[src/sv/ucd_pkg.sv]
package ucd_pkg;

  localparam int unsigned BYTE_W = 8;
  localparam int unsigned CP_W   = 21;
  localparam int unsigned LEN_W  = 3;
  localparam int unsigned REM_W  = 2;

  // Lead byte classes: mask and the pattern it must match
  localparam logic [BYTE_W-1:0] LEAD2_MASK = 8'hE0;
  localparam logic [BYTE_W-1:0] LEAD2_CODE = 8'hC0;
  localparam logic [BYTE_W-1:0] LEAD3_MASK = 8'hF0;
  localparam logic [BYTE_W-1:0] LEAD3_CODE = 8'hE0;
  localparam logic [BYTE_W-1:0] LEAD4_MASK = 8'hF8;
  localparam logic [BYTE_W-1:0] LEAD4_CODE = 8'hF0;

  localparam logic [CP_W-1:0]  REPLACEMENT_CP = 21'h00FFFD;
  localparam logic [LEN_W-1:0] LEN_ONE        = 3'd1;
  localparam logic [LEN_W-1:0] LEN_MAX        = 3'd4;

  typedef enum logic [1:0] {
    ST_OK    = 2'd0,
    ST_BAD   = 2'd1,
    ST_TRUNC = 2'd2
  } status_t;

  typedef struct packed {
    logic [CP_W-1:0]  codepoint;
    status_t          status;
    logic [LEN_W-1:0] seq_len;
  } ucd_res_t;

endpackage

[src/sv/ucd_if.sv]
interface ucd_in_if;
  import ucd_pkg::*;

  logic              valid;
  logic              ready;
  logic [BYTE_W-1:0] data_byte;
  logic              end_of_string;

  modport source (output valid, output data_byte, output end_of_string, input ready);
  modport sink   (input valid, input data_byte, input end_of_string, output ready);
endinterface

interface ucd_out_if;
  import ucd_pkg::*;

  logic             valid;
  logic             ready;
  logic [CP_W-1:0]  codepoint;
  logic [1:0]       decode_status;
  logic [LEN_W-1:0] sequence_length;

  modport source (output valid, output codepoint, output decode_status,
                  output sequence_length, input ready);
  modport sink   (input valid, input codepoint, input decode_status,
                  input sequence_length, output ready);
endinterface

[src/sv/ucd_decode.sv]
module ucd_decode
  import ucd_pkg::*;
(
  input  logic              clk,
  input  logic              rst_n,
  input  logic              step_en,
  input  logic [BYTE_W-1:0] data_byte,
  input  logic              end_of_string,
  output logic              res_valid,
  output ucd_res_t          res
);

  logic [REM_W-1:0] bytes_remaining_r, bytes_remaining_nxt;
  logic [CP_W-1:0]  partial_value_r, partial_value_nxt;
  logic [LEN_W-1:0] bytes_taken_r, bytes_taken_nxt;

  logic [CP_W-1:0]  shifted_cp;
  logic [LEN_W-1:0] taken_inc;
  logic [REM_W-1:0] rem_dec;

  assign shifted_cp = {partial_value_r[CP_W-7:0], data_byte[5:0]};
  assign taken_inc  = bytes_taken_r + LEN_ONE;
  assign rem_dec    = bytes_remaining_r - REM_W'(1);

  // Decode one word against the sequence state
  always_comb begin
    bytes_remaining_nxt = bytes_remaining_r;
    partial_value_nxt   = partial_value_r;
    bytes_taken_nxt     = bytes_taken_r;
    res_valid           = 1'b0;
    res.codepoint       = '0;
    res.status          = ST_OK;
    res.seq_len         = LEN_ONE;

    if (bytes_remaining_r != '0) begin
      // Append six payload bits, top bits unchecked
      partial_value_nxt   = shifted_cp;
      bytes_taken_nxt     = taken_inc;
      bytes_remaining_nxt = rem_dec;
      res.seq_len         = taken_inc;
      if (rem_dec == '0) begin
        res_valid         = 1'b1;
        res.codepoint     = shifted_cp;
        partial_value_nxt = '0;
        bytes_taken_nxt   = '0;
      end else if (end_of_string) begin
        res_valid           = 1'b1;
        res.status          = ST_TRUNC;
        bytes_remaining_nxt = '0;
        partial_value_nxt   = '0;
        bytes_taken_nxt     = '0;
      end
    end else if (!data_byte[BYTE_W-1]) begin
      // Plain ASCII
      res_valid     = 1'b1;
      res.codepoint = CP_W'(data_byte);
    end else if ((data_byte & LEAD2_MASK) == LEAD2_CODE ||
                 (data_byte & LEAD3_MASK) == LEAD3_CODE ||
                 (data_byte & LEAD4_MASK) == LEAD4_CODE) begin
      // Start a multi-byte sequence
      if ((data_byte & LEAD2_MASK) == LEAD2_CODE) begin
        partial_value_nxt   = CP_W'(data_byte[4:0]);
        bytes_remaining_nxt = REM_W'(1);
      end else if ((data_byte & LEAD3_MASK) == LEAD3_CODE) begin
        partial_value_nxt   = CP_W'(data_byte[3:0]);
        bytes_remaining_nxt = REM_W'(2);
      end else begin
        partial_value_nxt   = CP_W'(data_byte[2:0]);
        bytes_remaining_nxt = REM_W'(3);
      end
      bytes_taken_nxt = LEN_ONE;
      if (end_of_string) begin
        res_valid           = 1'b1;
        res.status          = ST_TRUNC;
        bytes_remaining_nxt = '0;
        partial_value_nxt   = '0;
        bytes_taken_nxt     = '0;
      end
    end else begin
      // Stray continuation or invalid lead
      res_valid     = 1'b1;
      res.codepoint = REPLACEMENT_CP;
      res.status    = ST_BAD;
    end
  end

  // Advance sequence state only on a processed word
  always_ff @(posedge clk) begin
    if (!rst_n) begin
      bytes_remaining_r <= '0;
      partial_value_r   <= '0;
      bytes_taken_r     <= '0;
    end else if (step_en) begin
      bytes_remaining_r <= bytes_remaining_nxt;
      partial_value_r   <= partial_value_nxt;
      bytes_taken_r     <= bytes_taken_nxt;
    end
  end

  a_idle_after_result: assert property (@(posedge clk) disable iff (!rst_n)
    step_en && res_valid |=> bytes_remaining_r == '0)
    else $error("sequence state not idle after a result");

  a_len_bound: assert property (@(posedge clk) disable iff (!rst_n)
    bytes_remaining_r != '0 |->
      (LEN_W'(bytes_remaining_r) + bytes_taken_r) <= LEN_MAX)
    else $error("sequence longer than four bytes");

  a_hold_when_stalled: assert property (@(posedge clk) disable iff (!rst_n)
    !step_en |=> $stable(bytes_remaining_r) && $stable(bytes_taken_r))
    else $error("sequence state moved without a word");

  a_lead_starts_count: assert property (@(posedge clk) disable iff (!rst_n)
    step_en && bytes_remaining_r == '0 && !res_valid |=>
      bytes_taken_r == LEN_ONE && bytes_remaining_r != '0)
    else $error("lead byte did not open a sequence");

endmodule

[src/sv/utf8_codepoint_decoder.sv]
// Streaming UTF-8 decoder, one byte per word.
// in_ch carries a raw byte and an end-of-string flag; out_ch carries the
// code point, a status (decoded, replacement, truncated) and the number of
// bytes that the result consumed. ASCII and invalid bytes give one result
// each; a multi-byte sequence gives one result on its last byte, or a
// truncation result when the string ends early. Continuation bytes that
// do not end a sequence give no result.
// A word accepted on the input handshake is registered in the input
// register, decoded, and loaded into the result register once that
// register is free; out_ch.valid then stays high until it is taken.
// Throughput: one byte per cycle while the result register is free, set
// by the single input register and the result register with one decode
// step between them.
// Reset (synchronous, rst_n low) empties both registers and returns the
// sequence state to idle. When the receiver holds out_ch.ready low with a
// result waiting, the input register fills and then in_ch.ready drops; a
// word that gives no result still waits for the result register to free.
module utf8_codepoint_decoder
  import ucd_pkg::*;
(
  input  logic           clk,
  input  logic           rst_n,
  ucd_in_if.sink         in_ch,
  ucd_out_if.source      out_ch
);

  logic              s1_valid_r;
  logic [BYTE_W-1:0] s1_byte_r;
  logic              s1_eos_r;
  logic              s1_adv;
  logic              out_free;
  logic              out_valid_r;
  ucd_res_t          out_res_r;
  logic              dec_valid;
  ucd_res_t          dec_res;

  assign out_free    = !out_valid_r || out_ch.ready;
  assign s1_adv      = s1_valid_r && out_free;
  assign in_ch.ready = !s1_valid_r || s1_adv;

  // Input register
  always_ff @(posedge clk) begin
    if (!rst_n) begin
      s1_valid_r <= 1'b0;
    end else if (in_ch.ready) begin
      s1_valid_r <= in_ch.valid;
    end
  end

  always_ff @(posedge clk) begin
    if (in_ch.valid && in_ch.ready) begin
      s1_byte_r <= in_ch.data_byte;
      s1_eos_r  <= in_ch.end_of_string;
    end
  end

  ucd_decode u_decode (
    .clk           (clk),
    .rst_n         (rst_n),
    .step_en       (s1_adv),
    .data_byte     (s1_byte_r),
    .end_of_string (s1_eos_r),
    .res_valid     (dec_valid),
    .res           (dec_res)
  );

  // Result register: load on a decoded result, drop once taken
  always_ff @(posedge clk) begin
    if (!rst_n) begin
      out_valid_r <= 1'b0;
    end else if (out_free) begin
      out_valid_r <= s1_adv && dec_valid;
    end
  end

  always_ff @(posedge clk) begin
    if (s1_adv && dec_valid) begin
      out_res_r <= dec_res;
    end
  end

  assign out_ch.valid           = out_valid_r;
  assign out_ch.codepoint       = out_res_r.codepoint;
  assign out_ch.decode_status   = out_res_r.status;
  assign out_ch.sequence_length = out_res_r.seq_len;

endmodule

[src/flat_wrapper.sv]
// flat-port wrapper written by rule: the top's interface ports become plain ports
module utf8_codepoint_decoder_flat import ucd_pkg::*;
  (clk, rst_n, in_ch_valid, in_ch_data_byte, in_ch_end_of_string, in_ch_ready, out_ch_valid, out_ch_codepoint, out_ch_decode_status, out_ch_sequence_length, out_ch_ready);
  ucd_in_if in_ch_i ();
  ucd_out_if out_ch_i ();
  input  logic clk;
  input  logic rst_n;
  input wire logic [$bits(in_ch_i.valid)-1:0] in_ch_valid;
  input wire logic [$bits(in_ch_i.data_byte)-1:0] in_ch_data_byte;
  input wire logic [$bits(in_ch_i.end_of_string)-1:0] in_ch_end_of_string;
  output wire logic [$bits(in_ch_i.ready)-1:0] in_ch_ready;
  output wire logic [$bits(out_ch_i.valid)-1:0] out_ch_valid;
  output wire logic [$bits(out_ch_i.codepoint)-1:0] out_ch_codepoint;
  output wire logic [$bits(out_ch_i.decode_status)-1:0] out_ch_decode_status;
  output wire logic [$bits(out_ch_i.sequence_length)-1:0] out_ch_sequence_length;
  input wire logic [$bits(out_ch_i.ready)-1:0] out_ch_ready;
  assign in_ch_i.valid = in_ch_valid;
  assign in_ch_i.data_byte = in_ch_data_byte;
  assign in_ch_i.end_of_string = in_ch_end_of_string;
  assign in_ch_ready = in_ch_i.ready;
  assign out_ch_valid = out_ch_i.valid;
  assign out_ch_codepoint = out_ch_i.codepoint;
  assign out_ch_decode_status = out_ch_i.decode_status;
  assign out_ch_sequence_length = out_ch_i.sequence_length;
  assign out_ch_i.ready = out_ch_ready;
  utf8_codepoint_decoder u_core (.clk(clk), .rst_n(rst_n), .in_ch(in_ch_i), .out_ch(out_ch_i));
endmodule
[config.mk]
export PLATFORM = sky130hd
export DESIGN_NAME = utf8_codepoint_decoder_flat
export DESIGN_NICKNAME = d
export VERILOG_FILES = /design/src/sv/ucd_pkg.sv /design/src/sv/ucd_if.sv /design/src/sv/ucd_decode.sv /design/src/sv/utf8_codepoint_decoder.sv /design/src/flat_wrapper.sv
export SDC_FILE = /design/constraint.sdc
export NUM_CORES = 1
export LEC_CHECK = 0
export ABC_CLOCK_PERIOD_IN_PS = 3750
export BUFFER_PORTS_ARGS = -buffer_cell sky130_fd_sc_hd__buf_4
export CAP_MARGIN = 20
export CORE_MARGIN = 4
export CORE_UTILIZATION = 55
export CTS_BUF_LIST = sky130_fd_sc_hd__clkbuf_16
export CTS_CLUSTER_SIZE = 10
export DETAILED_ROUTE_END_ITERATION = 8
export PLACE_DENSITY_LB_ADDON = 0.1
export RECOVER_POWER = 100
export SYNTH_ARGS = -nofsm -noshare
export SYNTH_HDL_FRONTEND = slang
export SYNTH_SLANG_ARGS = --single-unit
[constraint.sdc]
create_clock -name clk -period 3.75 [get_ports clk]
set_clock_uncertainty 0.2 [all_clocks]
set_input_delay 0.5625 -clock clk [delete_from_list [all_inputs] [get_ports clk]]
set_output_delay 0.5625 -clock clk [all_outputs]
set_load 0.02 [all_outputs]
==> impl_metrics.tcl, run 1 <==
set metrics [dict create \
    worstPathCellList "inv_1, ha_1, or3_1, o311ai_0, nor2_2, clkbuf_1" \
    ys_ff_latch 57 \
    cp_data_arrival_time_ns 2.78 \
    port_buffers 40 \
    antenna_found_initial 0 \
    hold_buffers 0 \
    cp_top_family "buffers and inverters" \
    synth_cells 199 \
    ant_nets 0 \
    cts_resized 0 \
    dpl.hpwl_um 3320 \
    synth_ff_type "edfxtp_1" \
    fmax_ghz 0.327 \
    yosysUniqueCellTypes 36 \
    clkLatencyLatePin_ns 0.32 \
    cp-start-kind "flip-flop" \
    finalPower_mw 1.57 \
    crit_path_end_kind "flip-flop" \
    ys_seq_area_share_pct 62.2 \
    vias_per_cell 6.06 \
    io_pins 41 \
    path_max_fanout 25 \
    cts_setup_buffers 0 \
    yosysMostFrequentCell "edfxtp_1" \
    crit_type "reg2reg" \
    syn_nets 215 \
    slowest_delay_ns 1.03 \
    core.rowCount 23 \
    reg2reg_to "u_core.out_ch.sequence_length[2]" \
    synth_edf_count 35 \
    grt-ovfl-total 0 \
    power.density_mw_per_mm2 547 \
    ir_drop_v 0.000305 \
    syn_area_per_cell_um2 12.1 \
    first_global_vias 1699 \
    slew_violations 0 \
    ys_top_cells_by_count "edfxtp_1 (35), dfxtp_1 (22), o21ai_0 (20), a21boi_1 (18), nand4_1 (15)" \
    ys_top_cells_by_area "edfxtp_1 (44%), dfxtp_1 (18%), a21boi_1 (5.6%), a21o_1 (4.4%), o21ai_0 (4.2%)" \
    dpl_cell_area_mm2 0.00271 \
    worst_slew_pin_slew_ns 1.39 \
    chipHeight_um 74.0 \
    synth-warning-count 0 \
    wl_per_cell_um 17.7 \
    cts_sinks 57 \
    cts_buffers 9 \
    yosysTopAreaCell "edfxtp_1" \
    r2r_cells 6 \
    routed_wl_um 5190 \
    hp-class "in2reg" \
    post-route-drc-count 0 \
    final_layout_size_suffix_gt1_share_pct 11.1 \
    antenna_cells 0 \
    htreeDepth 3 \
    crit_buf_inv 2 \
    drtIter0Drc 325 \
    period_minus_slack_ns 3.05 \
    synth_top_area_share_pct 43.8 \
    finalSetupViolCount 0 \
    fin_crit_sh_pct 81.4 \
    hold_violations 0 \
    regToRegSetupSlack_ns 0.70 \
    hold_path.startpoint "in_ch_data_byte[5]" \
    start_util_pct 58.3 \
    place.gp.congestion 0.830 \
    core_area_mm2 0.00412 \
    clk_pin_slew_ns 0.05 \
    post-route-cell-area_mm2 0.00287 \
    whs_path_depth 1 \
    syn_to_final_growth_pct 19.7 \
    grt_pass1_wl_um 8380 \
    rsz0062_at_grt "false" \
    die_x_um 74.0 \
    crit_slowest_cell "clkbuf_1" \
    fin_tns_setup_ns 0 \
    nNetsFinal 254 \
    worstHoldEndpoint "u_core.s1_byte_r[5]" \
    asyncSetResetFlopFracSynth_pct 0 \
    maxCapViolCount 0 \
    r2r_start "u_core.u_decode.bytes_remaining_r[0]" \
    cts_tree "done" \
    syn_area_mm2 0.00240 \
    die_area_mm2 0.00548 \
    outcome "complete, no violations" \
    cts-root-buf "clkbuf_16" \
    clockBufferDepth 2 \
    required_ns 3.47 \
    slew_headroom_pct 7.49 \
    vias 1777 \
    grt_max_degree 26 \
    track_usage_pct 20.6 \
    p_leak_nw 1.06 \
    dr.pass1.iters 4 \
]
-- cell usage in the layout, fill, tap and decap left out, types with 4 or more instances in the layout --
cell type and n:
edfxtp_1 35, clkbuf_1 30, dfxtp_1 22, o21ai_0 20, a21boi_0 19, nand4_1 15
a21o_1 14, clkbuf_16 9, clkbuf_4 9, inv_1 6, nor2_1 6, nor2b_1 5
nand2_1 4, a21oi_1 4, and2_1 4
-- worst max-delay path by stage --
stage | from | cells after the start | end | slack (ns)
2_1_floorplan | u_core.u_decode.bytes_remaining_r[0] | 6 | u_core.out_ch.codepoint[0] | 0.98
3_3_place_gp | u_core.u_decode.bytes_remaining_r[0] | 6 | u_core.u_decode.bytes_remaining_r[1] | 1.33
3_5_place_dp | u_core.u_decode.bytes_remaining_r[0] | 6 | u_core.u_decode.partial_value_r[9] | 1.12
4_1_cts | u_core.u_decode.bytes_remaining_r[0] | 6 | u_core.u_decode.bytes_taken_r[1] | 1.06
5_1_grt | u_core.u_decode.bytes_remaining_r[0] | 6 | u_core.out_ch.sequence_length[2] | 0.47
6_report | u_core.u_decode.bytes_remaining_r[0] | 6 | u_core.out_ch.sequence_length[2] | 0.70
-- logic make-up (layout without fill, tap and decap cells) --
family / count (synthesis) / in the layout / synth area share (%)
DFF: 57 / 57 / 62.2
xor gates and xnor gates: 1 / 1 / 0.365
AOI/OAI and AO/OA: 67 / 67 / 19.2
buffers and inverters: 18 / 62 / 3.55
and+or+nand+nor: 53 / 53 / 13.1
adders and majority gates: 3 / 3 / 1.57
-- layer usage --
metal | track usage, % | up-vias | wire length (um)
met2 | 33.7 | 75 | 2620
met4 | 10.9 | 0 | 97
met5 | 0 | - | 0
met3 | 5.27 | 12 | 372
met1 | 25.2 | 853 | 2100
li1 | - | 837 | -
-- sequential cells by signal, summed over array words and instances (netlist names), 2 cells and up --
signal                             flops
u_core.out_ch.codepoint               21
u_core.out_ch.decode_status            2
u_core.out_ch.sequence_length          3
u_core.s1_byte_r                       8
u_core.u_decode.bytes_remaining_r      2
u_core.u_decode.bytes_taken_r          3
u_core.u_decode.partial_value_r       15
-- through the flow --
step | setup slack [ns] | utilization (%) | hold WS, ns | std cells
detailed placement | 1.12 | 65.8 | 0.271 | 277
global route | 0.466 | 69.8 | 0.235 | 293
floorplan | 0.984 | - | 0.243 | 199
finish | 0.696 | 69.8 | 0.241 | 293
global placement | 1.33 | 65.8 | 0.256 | 277
CTS | 1.06 | 72.6 | 0.213 | 293
-- cell type report --
cell class,instances,area (um2)
clock buffers,9,225
clock inverters,7,53.8
fillers,318,1240
inverters,4,15.0
multi-input cells,124,821
flip-flops and latches,57,1490
well taps,50,62.6
repair buffers,42,203
-- power breakdown --
part | switching (mW) | internal (mW) | leakage [nW]
registers | 0.0134 | 0.696 | 0.510
logic | 0.0765 | 0.0347 | 0.404
clock network | 0.253 | 0.499 | 0.144
Note: power is estimated with default switching activity, not from simulation.
==> run 2: changes to the inputs <==
--- a/config.mk
+++ b/config.mk
@@ -5,7 +5,7 @@
 export SDC_FILE = /design/constraint.sdc
 export NUM_CORES = 1
 export LEC_CHECK = 0
-export ABC_CLOCK_PERIOD_IN_PS = 3750
+export ABC_CLOCK_PERIOD_IN_PS = 2900
 export BUFFER_PORTS_ARGS = -buffer_cell sky130_fd_sc_hd__buf_4
 export CAP_MARGIN = 20
 export CORE_MARGIN = 4
==> constraint.sdc (replaced) <==
create_clock -name clk -period 2.9 [get_ports clk]
set_clock_uncertainty 0.2 [all_clocks]
set_input_delay 0.435 -clock clk [delete_from_list [all_inputs] [get_ports clk]]
set_output_delay 0.435 -clock clk [all_outputs]
set_load 0.02 [all_outputs]
==> run 2 against run 1 <==
  * Register-to-register slack worse by 0.15 ns
  * Largest power group unchanged
  * Clock power grew 44%
  * Via count down 0.79%
  * Critical path type unchanged
  * Highest routed layer unchanged
  * Largest cell class unchanged
  * Worst setup slack worse by 0.15 ns
  * Fmax rose by 30%
==> impl_metrics.tcl, run 2 (synthesized netlist as in run 1, its figures left out) <==
set metrics [dict create \
    grt-ovfl-total 0 \
    cp_top_family "compound AO/OA/AOI/OAI gates" \
    path_max_fanout 12 \
    layout_commonest_cell "edfxtp_1" \
    dpl.cell_count 281 \
    fin_crit_sh_pct 81.3 \
    finalPower_mw 2.14 \
    core_area_mm2 0.00412 \
    period_minus_slack_ns 2.36 \
    finalSetupViolCount 0 \
    outcome "complete, no violations" \
    utilization_pct 71.0 \
    start_util_pct 58.3 \
    hold_violations 0 \
    regToRegSetupSlack_ns 0.54 \
    cp-start-kind "flip-flop" \
    cts_resized 0 \
    wl_per_cell_um 17.2 \
    register_area_mm2 0.00149 \
    hp-class "in2reg" \
    crit_buf_inv 3 \
    slowest_delay_ns 0.52 \
    r2r_cells 7 \
    required_ns 2.95 \
    worstPathCellList "inv_1, ha_1, inv_1, a31oi_1, clkbuf_1, o21ai_0, a21boi_1" \
    ir_drop_v 0.000556 \
    fin_tns_setup_ns 0 \
    nNetsFinal 258 \
    hold_path.startpoint "in_ch_data_byte[7]" \
    die_x_um 74.0 \
    drtIter0Drc 125 \
    clkLatencyLatePin_ns 0.33 \
    ant_nets 0 \
    track_usage_pct 21.3 \
    syn_to_final_growth_pct 21.8 \
    vias 1763 \
    htreeDepth 3 \
    final_cell_mix "edfxtp_1 (35), clkbuf_1 (32), dfxtp_1 (22), o21ai_0 (20), nand4_1 (15)" \
    crit_path_end_kind "flip-flop" \
    clockBufferDepth 2 \
    cts_sinks 57 \
    dr.pass1.iters 4 \
    cts_setup_buffers 0 \
    p_leak_nw 1.08 \
    place.gp.congestion 0.810 \
    cts_buffers 9 \
    cts_tree "done" \
    multiInputGateArea_um2 818 \
    slew_violations 0 \
    rsz0062_at_grt "false" \
    reg2reg_to "u_core.u_decode.partial_value_r[9]" \
    fmax_ghz 0.424 \
    crit_type "reg2reg" \
    cp_data_arrival_time_ns 2.41 \
    crit_slowest_cell "a31oi_1" \
    whs_path_depth 1 \
    maxCapViolCount 0 \
    core.rowCount 23 \
    r2r_start "u_core.u_decode.bytes_remaining_r[0]" \
    cp_common_cell "inv_1" \
    routed_wl_um 5100 \
    hold_buffers 0 \
    grt_max_degree 24 \
    antenna_cells 0 \
    fin_cells 297 \
    chipHeight_um 74.0 \
    worst_slew_pin_slew_ns 0.736 \
    hold_ws_ns 0.108 \
    vias_per_cell 5.94 \
    io_pins 41 \
    slew_headroom_pct 50.9 \
    final_layout_size_suffix_gt1_share_pct 13.0 \
    post-route-drc-count 0 \
    fillers 321 \
    largest_register_ffs 21 \
    antenna_found_initial 0 \
    power.density_mw_per_mm2 734 \
    clk_pin_slew_ns 0.05 \
    port_buffers 40 \
    die_area_mm2 0.00548 \
    worstHoldEndpoint "u_core.s1_byte_r[7]" \
    grt_pass1_wl_um 8580 \
    cts-root-buf "clkbuf_16" \
    first_global_vias 1758 \
    dpl.hpwl_um 3350 \
]
[run 2: through the flow]
stage	worst slack, ns	instance area (um2)
floorplan	0.134	2400
global route	0.276	2920
global placement	0.806	2740
CTS	0.680	3050
finish	0.543	2920
detailed placement	0.684	2740
[run 2: final cells by class]
cell class | count | area share, %
Sequential cell | 57 | 51.1
Clock buffer | 9 | 7.71
Inverter | 4 | 0.514
Timing Repair Buffer | 46 | 7.63
Clock inverter | 7 | 2.91
Tap cell | 50 | 2.14
Multi-Input combinational cell | 124 | 28.0
[run 2: worst max path at each step]
stage | startpoint | end | slack, ns | cells after the start
3_5_place_dp | u_core.u_decode.bytes_remaining_r[0] | u_core.u_decode.bytes_taken_r[0] | 0.68 | 6
4_1_cts | u_core.u_decode.bytes_remaining_r[0] | u_core.u_decode.bytes_taken_r[0] | 0.68 | 6
2_1_floorplan | u_core.u_decode.bytes_remaining_r[0] | u_core.out_ch.codepoint[0] | 0.13 | 6
6_report | u_core.u_decode.bytes_remaining_r[0] | u_core.u_decode.partial_value_r[9] | 0.54 | 7
3_3_place_gp | u_core.u_decode.bytes_remaining_r[0] | u_core.u_decode.bytes_taken_r[0] | 0.81 | 6
5_1_grt | u_core.u_decode.bytes_remaining_r[0] | u_core.u_decode.partial_value_r[3] | 0.28 | 7
[run 2: metal layers]
layer / GRT usage (%) / up-vias / wire [um]
li1: - / 840 / -
met1: 24.7 / 846 / 2010
met2: 35.8 / 63 / 2610
met3: 5.41 / 14 / 329
met4: 11.9 / 0 / 146
met5: 0 / - / 0
[run 2: where the power goes]
group	switching (mW)	internal (mW)	leakage [nW]
sequential	0.0169	0.898	0.510
combinational	0.0994	0.0471	0.419
clock	0.341	0.740	0.150
total	0.458	1.69	1.08
[run 2: worst register-to-register path: cells and delay by family, from the launching register on]
family                   cells  cell delay [ns]
adder cells (fa/ha/maj)      1             0.38
flip-flops                   1             0.33
buffers and inverters        3             0.51
AO/OA/AOI/OAI                3             0.85
==> run 3: changes to the inputs <==
--- a/config.mk
+++ b/config.mk
@@ -5,11 +5,11 @@
 export SDC_FILE = /design/constraint.sdc
 export NUM_CORES = 1
 export LEC_CHECK = 0
-export ABC_CLOCK_PERIOD_IN_PS = 2900
+export ABC_CLOCK_PERIOD_IN_PS = 2000
 export BUFFER_PORTS_ARGS = -buffer_cell sky130_fd_sc_hd__buf_4
 export CAP_MARGIN = 20
 export CORE_MARGIN = 4
-export CORE_UTILIZATION = 55
+export CORE_UTILIZATION = 50
 export CTS_BUF_LIST = sky130_fd_sc_hd__clkbuf_16
 export CTS_CLUSTER_SIZE = 10
 export DETAILED_ROUTE_END_ITERATION = 8
==> constraint.sdc (replaced) <==
create_clock -name clk -period 2 [get_ports clk]
set_clock_uncertainty 0.2 [all_clocks]
set_input_delay 0.3 -clock clk [delete_from_list [all_inputs] [get_ports clk]]
set_output_delay 0.3 -clock clk [all_outputs]
set_load 0.02 [all_outputs]
==> run 3 against run 2 <==
  * Routed wire length grew 7.3%
  * Via count grew 6.1%
  * Worst setup slack lost 0.47 ns
  * Clock power grew 57%
  * Power grew 54%
  * Register-to-register slack lost 0.47 ns
  * Global-route usage shrank 1.3 points
  * Critical path type unchanged
  * Largest power group unchanged
  * Highest routed layer unchanged
==> impl_metrics.tcl, run 3 (synthesized netlist as in run 1, its figures left out) <==
set metrics [dict create \
    nNetsFinal 286 \
    combPwrFrac_pct 8.6 \
    cp_data_arrival_time_ns 1.97 \
    port_buffers 40 \
    grt_pass1_wl_um 9050 \
    die_area_mm2 0.00597 \
    setup_ws_ns 0.0736 \
    grt_max_degree 24 \
    power.density_mw_per_mm2 1010 \
    worst_slew_pin_slew_ns 0.551 \
    antenna_found_initial 0 \
    clk_pin_slew_ns 0.05 \
    cts_sinks 57 \
    routed_wl_um 5470 \
    utilization_pct 72.6 \
    clkPwrFrac_pct 51.5 \
    period_minus_slack_ns 1.93 \
    wl_per_cell_um 16.7 \
    outcome "complete, no violations" \
    clkLatencyLatePin_ns 0.32 \
    dpl.hpwl_um 3540 \
    fmax_ghz 0.519 \
    post-place-ws_ns -0.146 \
    track_usage_pct 19.9 \
    cts-root-buf "clkbuf_16" \
    p_int_mw 2.62 \
    path_max_fanout 5 \
    clockBufferDepth 2 \
    required_ns 2.04 \
    die_x_um 77.3 \
    slew_violations 0 \
    vias 1870 \
    finalSetupViolCount 0 \
    cp-start-kind "flip-flop" \
    rsz0062_at_grt "false" \
    slowest_delay_ns 0.51 \
    ir_drop_v 0.000647 \
    p_sw_mw 0.686 \
    fin_crit_sh_pct 96.3 \
    first_global_vias 1853 \
    vias_per_cell 5.72 \
    grt-ovfl-total 0 \
    regToRegSetupSlack_ns 0.07 \
    io_pins 41 \
    maxCapViolCount 0 \
    reg2reg_to "u_core.u_decode.bytes_taken_r[0]" \
    cts_buffers 9 \
    startpoint "u_core.u_decode.bytes_remaining_r[0]" \
    cts_tree "done" \
    largest_register_ffs 21 \
    slew_headroom_pct 63.3 \
    post-route-drc-count 0 \
    antenna_cells 0 \
    p_leak_nw 1.25 \
    drtIter0Drc 198 \
    r2r_start "u_core.u_decode.bytes_remaining_r[0]" \
    crit_type "reg2reg" \
    core.rowCount 24 \
    start_util_pct 53.2 \
    final_cell_mix "edfxtp_1 (35), clkbuf_1 (28), dfxtp_1 (21), o21ai_0 (20), buf_4 (19)" \
    place.gp.congestion 0.801 \
    cp-endpoint "u_core.u_decode.bytes_taken_r[0]" \
    crit_path_end_kind "flip-flop" \
    syn_to_final_growth_pct 36.4 \
    hp-class "in2reg" \
    dr.pass1.iters 4 \
    p_sw_share_pct 20.8 \
    layout_commonest_cell "edfxtp_1" \
    crit_slowest_cell "or4_1" \
    r2r_cells 8 \
    worstPathCellList "inv_1, ha_4, buf_4, inv_2, a31oi_2, buf_6, or4_1, a21boi_1" \
    chipHeight_um 77.3 \
    final_layout_size_suffix_gt1_share_pct 22.2 \
    hold_violations 0 \
    p_seq_share_pct 40.0 \
    core_area_mm2 0.00450 \
    htreeDepth 3 \
    ant_nets 0 \
]
[run 3: worst min-delay path by stage]
stage / from / to / cells past startpoint
floorplan: in_ch_data_byte[0] / u_core.s1_byte_r[0] / 0
global placement: u_core.u_decode.partial_value_r[10] / u_core.u_decode.partial_value_r[10] / 2
detailed placement: u_core.u_decode.partial_value_r[13] / u_core.u_decode.partial_value_r[13] / 2
CTS: in_ch_valid / u_core.s1_valid_r / 3
global route: in_ch_valid / u_core.s1_valid_r / 3
finish: in_ch_valid / u_core.s1_valid_r / 3
[run 3: stage by stage]
step | hold slack (ns) | power, mW | setup TNS, ns | cell area, um2 | std cells
floorplan | 0.199 | 1.50 | 0 | 2420 | 199
global placement | 0.261 | 1.61 | -1.01 | 2910 | 299
detailed placement | 0.269 | 1.62 | -3.82 | 2910 | 299
CTS | 0.0215 | 3.35 | 0 | 3380 | 327
global route | 0.0737 | 3.41 | 0 | 3270 | 327
finish | 0.0258 | 3.30 | 0 | 3270 | 327
[run 3: power by group through the flow]
stage                     combinational [mW]  sequential, mW  clock, mW
after global routing                   0.308            1.32       1.78
after CTS                              0.308            1.32       1.72
final                                  0.282            1.32       1.70
after floorplan                        0.121            1.38          0
after detailed placement               0.279            1.34          0
after global placement                 0.272            1.34          0
[run 3: timing repair]
action                                  in CTS  in global routing
pin swaps                                    2                  1
hold buffers                                 9                  0
endpoints found under the hold margin        9                  0
buffers inserted                             2                  0
gates cloned                                 1                  0
resized for setup                            6                  2
endpoints found under the setup margin      27                  2
[run 3: worst max-delay path, delay by kind of cell, from the launching register on]
family / cells / cell delay [ns]
and+or+nand+nor: 1 / 0.51
buffers and inverters: 4 / 0.42
DFF: 1 / 0.34
AOI/OAI and AO/OA: 2 / 0.21
adders and majority gates: 1 / 0.18
[run 3: layout make-up]
cell class | instances | area [um2]
Tap cell | 52 | 65.1
Multi-Input combinational cell | 125 | 878
Inverter | 4 | 15.0
Timing Repair Buffer | 73 | 484
Sequential cell | 57 | 1490
Clock inverter | 7 | 110
Fill cell | 335 | 1230
Clock buffer | 9 | 225
[run 3: routing by layer]
layer	track usage, %	routed length [um]
met4	11.7	158
met3	5.39	296
met1	22.4	2200
met5	0	0
met2	33.7	2820
